**config.mk**
```make
export PLATFORM = sky130hd
export DESIGN_NAME = lnos_front
export DESIGN_NICKNAME = d
export VERILOG_FILES = /design/src/sv/lnos_pkg.sv /design/src/sv/lnos_front.sv
export SDC_FILE = /design/constraint.sdc
export NUM_CORES = 1
export LEC_CHECK = 0
export CAP_MARGIN = 15
export CORE_UTILIZATION = 65
export CTS_CLUSTER_DIAMETER = 80
export DETAILED_ROUTE_END_ITERATION = 7
export DONT_BUFFER_PORTS = 1
export GPL_ROUTABILITY_DRIVEN = 0
export MAX_ROUTING_LAYER = met4
export PLACE_DENSITY = 0.81
export SYNTH_ARGS = -nofsm -noshare
export SYNTH_HDL_FRONTEND = slang
export SYNTH_SLANG_ARGS = --single-unit
```
**constraint.sdc**
```tcl
create_clock -name clk -period 11.5 [get_ports clk]
set_input_delay 0.575 -clock clk [delete_from_list [all_inputs] [get_ports clk]]
set_output_delay 0.575 -clock clk [all_outputs]
set_load 0.01 [all_outputs]
```
**src/sv/lnos_pkg.sv**
```systemverilog
// ----------------------------------------------------------------------------
// lnos_pkg
// Shared constants, types and the gradient table of the lattice noise block.
// ----------------------------------------------------------------------------
package lnos_pkg;

  localparam int PERM_SIZE = 4096;
  localparam int PERM_W    = $clog2(PERM_SIZE);
  // An axis position is kept modulo PERM_SIZE lattice cells of 16 fraction bits.
  localparam int POS_W     = PERM_W + 16;
  localparam logic [PERM_W-1:0] LATTICE_OFS = PERM_W'(1000000 % PERM_SIZE);

  localparam int DEF_MAX_OCTAVES = 16;

  localparam logic [1:0] FUNC_LOAD  = 2'd0;
  localparam logic [1:0] FUNC_NOISE = 2'd1;
  localparam logic [1:0] FUNC_TURB  = 2'd2;
  localparam logic [1:0] FUNC_FBM   = 2'd3;

  localparam logic [1:0] CFG_OCTAVES = 2'd0;
  localparam logic [1:0] CFG_LACUN   = 2'd1;
  localparam logic [1:0] CFG_GAIN    = 2'd2;

  localparam int SW_W    = 17;
  localparam int OFF_W   = 18;
  localparam int GRAD_W  = 17;
  localparam int D16_W   = 20;
  localparam int PROD_W  = 52;
  localparam int NOISE_W = 20;

  typedef struct packed {
    logic [1:0]        func;
    logic [POS_W-1:0]  r_x;
    logic [POS_W-1:0]  r_y;
    logic [POS_W-1:0]  r_z;
    logic [PERM_W-1:0] entry_index;
    logic [PERM_W-1:0] entry_value;
  } item_t;

  typedef struct packed {
    logic [SW_W-1:0]         sw_x;
    logic [SW_W-1:0]         sw_y;
    logic [SW_W-1:0]         sw_z;
    logic signed [OFF_W-1:0] off_x;
    logic signed [OFF_W-1:0] off_y;
    logic signed [OFF_W-1:0] off_z;
    logic [7:0]              m;
  } corner_t;

  typedef struct packed {
    logic take;
    logic deliver;
  } core_stat_t;

  // Reflected CRC-16 table entry, polynomial 0xA001.
  function automatic logic [15:0] crc_rom(input logic [7:0] idx);
    logic [15:0] crc;
    crc = {8'h00, idx};
    for (int b = 0; b < 8; b++) begin
      crc = crc[0] ? ((crc >> 1) ^ 16'hA001) : (crc >> 1);
    end
    return crc;
  endfunction

  // Gradient 2*rom - 65536, i.e. rom/32768 - 1 in Q16.
  function automatic logic signed [GRAD_W-1:0] grad_val(input logic [7:0] idx);
    logic [15:0] w;
    w = crc_rom(idx);
    return {~w[15], w[14:0], 1'b0};
  endfunction

endpackage

```
**src/sv/lnos_front.sv**
```systemverilog
// ----------------------------------------------------------------------------
// lnos_front
// Accepts items, reduces positions to lattice residues and queues them.
// ----------------------------------------------------------------------------
module lnos_front import lnos_pkg::*; (
  input  logic               clk,
  input  logic               rst_n,
  input  logic               in_push,
  output logic               in_full,
  input  logic [1:0]         in_func,
  input  logic signed [31:0] in_pos_x,
  input  logic signed [31:0] in_pos_y,
  input  logic signed [31:0] in_pos_z,
  input  logic [11:0]        in_entry_index,
  input  logic [11:0]        in_entry_value,
  output logic               q_valid,
  output item_t              q_item,
  input  logic               q_pop
);

  item_t      slot_r [2];
  logic       wp_r, rp_r;
  logic [1:0] cnt_r;
  item_t      cls;
  logic       push_ok, pop_ok;

  // The noise repeats every PERM_SIZE cells, so the low bits of the two's
  // complement position are its non-negative residue.
  always_comb begin
    cls.func        = in_func;
    cls.r_x         = in_pos_x[POS_W-1:0];
    cls.r_y         = in_pos_y[POS_W-1:0];
    cls.r_z         = in_pos_z[POS_W-1:0];
    cls.entry_index = in_entry_index;
    cls.entry_value = in_entry_value;
  end

  assign in_full = (cnt_r == 2'd2);
  assign q_valid = (cnt_r != 2'd0);
  assign q_item  = slot_r[rp_r];
  assign push_ok = in_push && !in_full;
  assign pop_ok  = q_pop && q_valid;

  always_ff @(posedge clk) begin
    if (push_ok) begin
      slot_r[wp_r] <= cls;
    end
  end

  always_ff @(posedge clk) begin
    if (!rst_n) begin
      wp_r  <= 1'b0;
      rp_r  <= 1'b0;
      cnt_r <= 2'd0;
    end else begin
      if (push_ok) begin
        wp_r <= ~wp_r;
      end
      if (pop_ok) begin
        rp_r <= ~rp_r;
      end
      case ({push_ok, pop_ok})
        2'b10:   cnt_r <= cnt_r + 2'd1;
        2'b01:   cnt_r <= cnt_r - 2'd1;
        default: cnt_r <= cnt_r;
      endcase
    end
  end

endmodule

```
==> reports/metrics.cfg <==
[pwr]
power_uw=2210
p_per_area_mw_per_mm2=244
ir_drop_v=0.000183
p_leak_uw=0.00294

[die]
ioPinCount=238
dieHeight_um=114
start_util_pct=67.2
core-area_mm2=0.0121
die_area_mm2=0.0130
rows=40
die_x_um=114

[job]
max_cap_viol_count=0

[cells_and_area]
finish.instance_area_mm2=0.00906
multiInputGateArea_mm2=0.00137
final_common_cell=edfxtp_1
nNetsFinal=510
drive_gt1_share_pct=37.4
mostFrequentLayoutCells=220 x edfxtp_1, 110 x mux2_2, 23 x clkbuf_16
area_growth_pct=11.2
antenna_cells=0
seq_area_mm2=0.00671
n_fill_cell=709

[sta]
post-route-min-period_ns=3.04
max_slew_margin_pct=31.3
drv_slew=0
fin_tns_setup_ns=0
timing.fmax_ghz=0.329
finalHoldViolations=0
fin_ws_ns=8.46
fin_crit_sh_pct=26.4
finalSetupViolations=0
worst_pin_slew_ns=1.03
finClkSkew_ns=0.00944
rsz0062_at_grt=no

[global_route]
grt_overflow=0
grt_pass1_vias=3508
use_met3_pct=7.55
met2_usage_pct=33.9
antenna_found_initial=0
grt_start_max_net_pins=81
grt_usage_pct=20.0
grt.busiest_layer=met2
grt_pass1_wl_um=18700
use_met1_pct=21.3

[clock_network]
postCtsHoldBufs=0
clk_latency_ns=0.49
cts_sinks=225
clk_pin_slew_worst_paths_ns=0.06
clock_path_buffers=3
post_cts_resized=0
cts_tree=done
root_buffer=clkbuf_16
numCtsBuffers=22
cts_setup_buffers=0
htree_levels=1

[routing]
drtIter0Drc=206
ant_nets=0
route.detailed.drc=0
vias=3321
wirelength_um=12900
firstDrtPassIters=4
wire_per_inst_um=22.8
viasPerCell=5.87

[logic_synthesis]
synth_area_leaders=edfxtp_1 81%, mux2_2 15%, dfxtp_1 1.2%
synthSimpleGateAreaFrac_pct=0.691
synth-edff-count=220
syn-cell-area_mm2=0.00814
synth-async-reset-ratio_pct=0
synth_seq_area_share_pct=82.3
synth_compound_area_share_pct=0.399
synth_top_family_by_area=multiplexers
yosysTopAreaCell=edfxtp_1
ys_types=18
avgSynthCellArea_um2=22.1
yosysWarnings=0
netlist.area_leader.share_pct=81.1
synthAdderAreaFrac_pct=0.154
synth.net_count=495
synth_xor_area_share_pct=0.323
syn_inst=368
synth-main-ff-cell=edfxtp_1
synthMuxAreaShare_pct=15.2
ys_ff_latch=225

[worst_hold_path]
hp-class=in2reg
hold_depth=0
hold_start=in_entry_value[2]

[outcome]
status=complete, no violations

[placed_design]
numPortBuffers=0
post-place-ws_ns=8.80
post-dp-hpwl_um=8290
postPlaceCellArea_mm2=0.00833

[critical_path]
critPathKind=reg2out
path_depth=2
path_delay_family=buffers and inverters
max_stage_delay_ns=0.83
critPathSlowestCell=buf_4
required_ns=10.93
reg2reg_from=cnt_r[0]
end_kind=output pin
cp_num_buf_inv=1
start_kind=flop
path_cells=buf_4 -> mux2_2
cp_max_fo=80
crit_arrival_ns=2.46
rr_worst_depth=5

## final cells by class
class,count,area share [%]
flip-flops and latches,225,74.1
inverters,3,0.152
clock inverters,8,1.24
repair buffers,3,0.249
multi-input cells,128,15.1
clock buffers,31,6.80
well taps,168,2.32
## state kept, by name, summed over array words and instances, names as in the netlist, named ones only
signal / count
rp_r: 1
slot_r: 220
cnt_r: 2
wp_r: 1
## routing by layer
| metal | wire [um] | share of wire (%) |
|---|---|---|
| met2 | 6730 | 52 |
| met4 | 444 | 3.4 |
| met1 | 4440 | 34 |
| met3 | 1290 | 10 |
| met5 | 0 | 0 |
## kinds of logic (layout without fill, tap and decap cells)
family | count (synthesis) | in the layout
AOI/OAI and AO/OA | 5 | 5
muxes | 110 | 110
and+or+nand+nor | 9 | 9
adders and majority gates | 1 | 1
DFF | 225 | 225
xor gates and xnor gates | 3 | 3
buffers and inverters | 15 | 45
## stage by stage
| stage | hold WS [ns] | util [%] | cells |
|---|---|---|---|
| after detailed placement | 0.504 | 68.8 | 527 |
| after CTS | 0.166 | 74.8 | 566 |
| after global routing | 0.163 | 74.8 | 566 |
| final | 0.180 | 74.8 | 566 |
| after global placement | 0.488 | 68.8 | 527 |
| after floorplan | 0.457 | - | 368 |
## synth_stat cells (2+ instances only)
cell type,instances
mux2_2,110
xnor2_1,3
buf_2,12
edfxtp_1,220
or3_1,2
dfxtp_1,5
a21boi_1,2
inv_1,2
nor2b_1,2
o21ai_0,2
## path summary, 6_finish.rpt
path,slack (ns),to
max reg2reg,8.79,slot_r[0][62]
min,0.18,slot_r[1][2]
max,8.46,q_item[19]
min reg2reg,0.52,wp_r
## power by group
group	switching [uW]	total, uW	internal, uW
Combinational	250	417	167
Sequential	42.8	1080	1040
Clock	271	710	439
Total	564	2210	1640
Note: power is estimated with default switching activity, not from simulation.
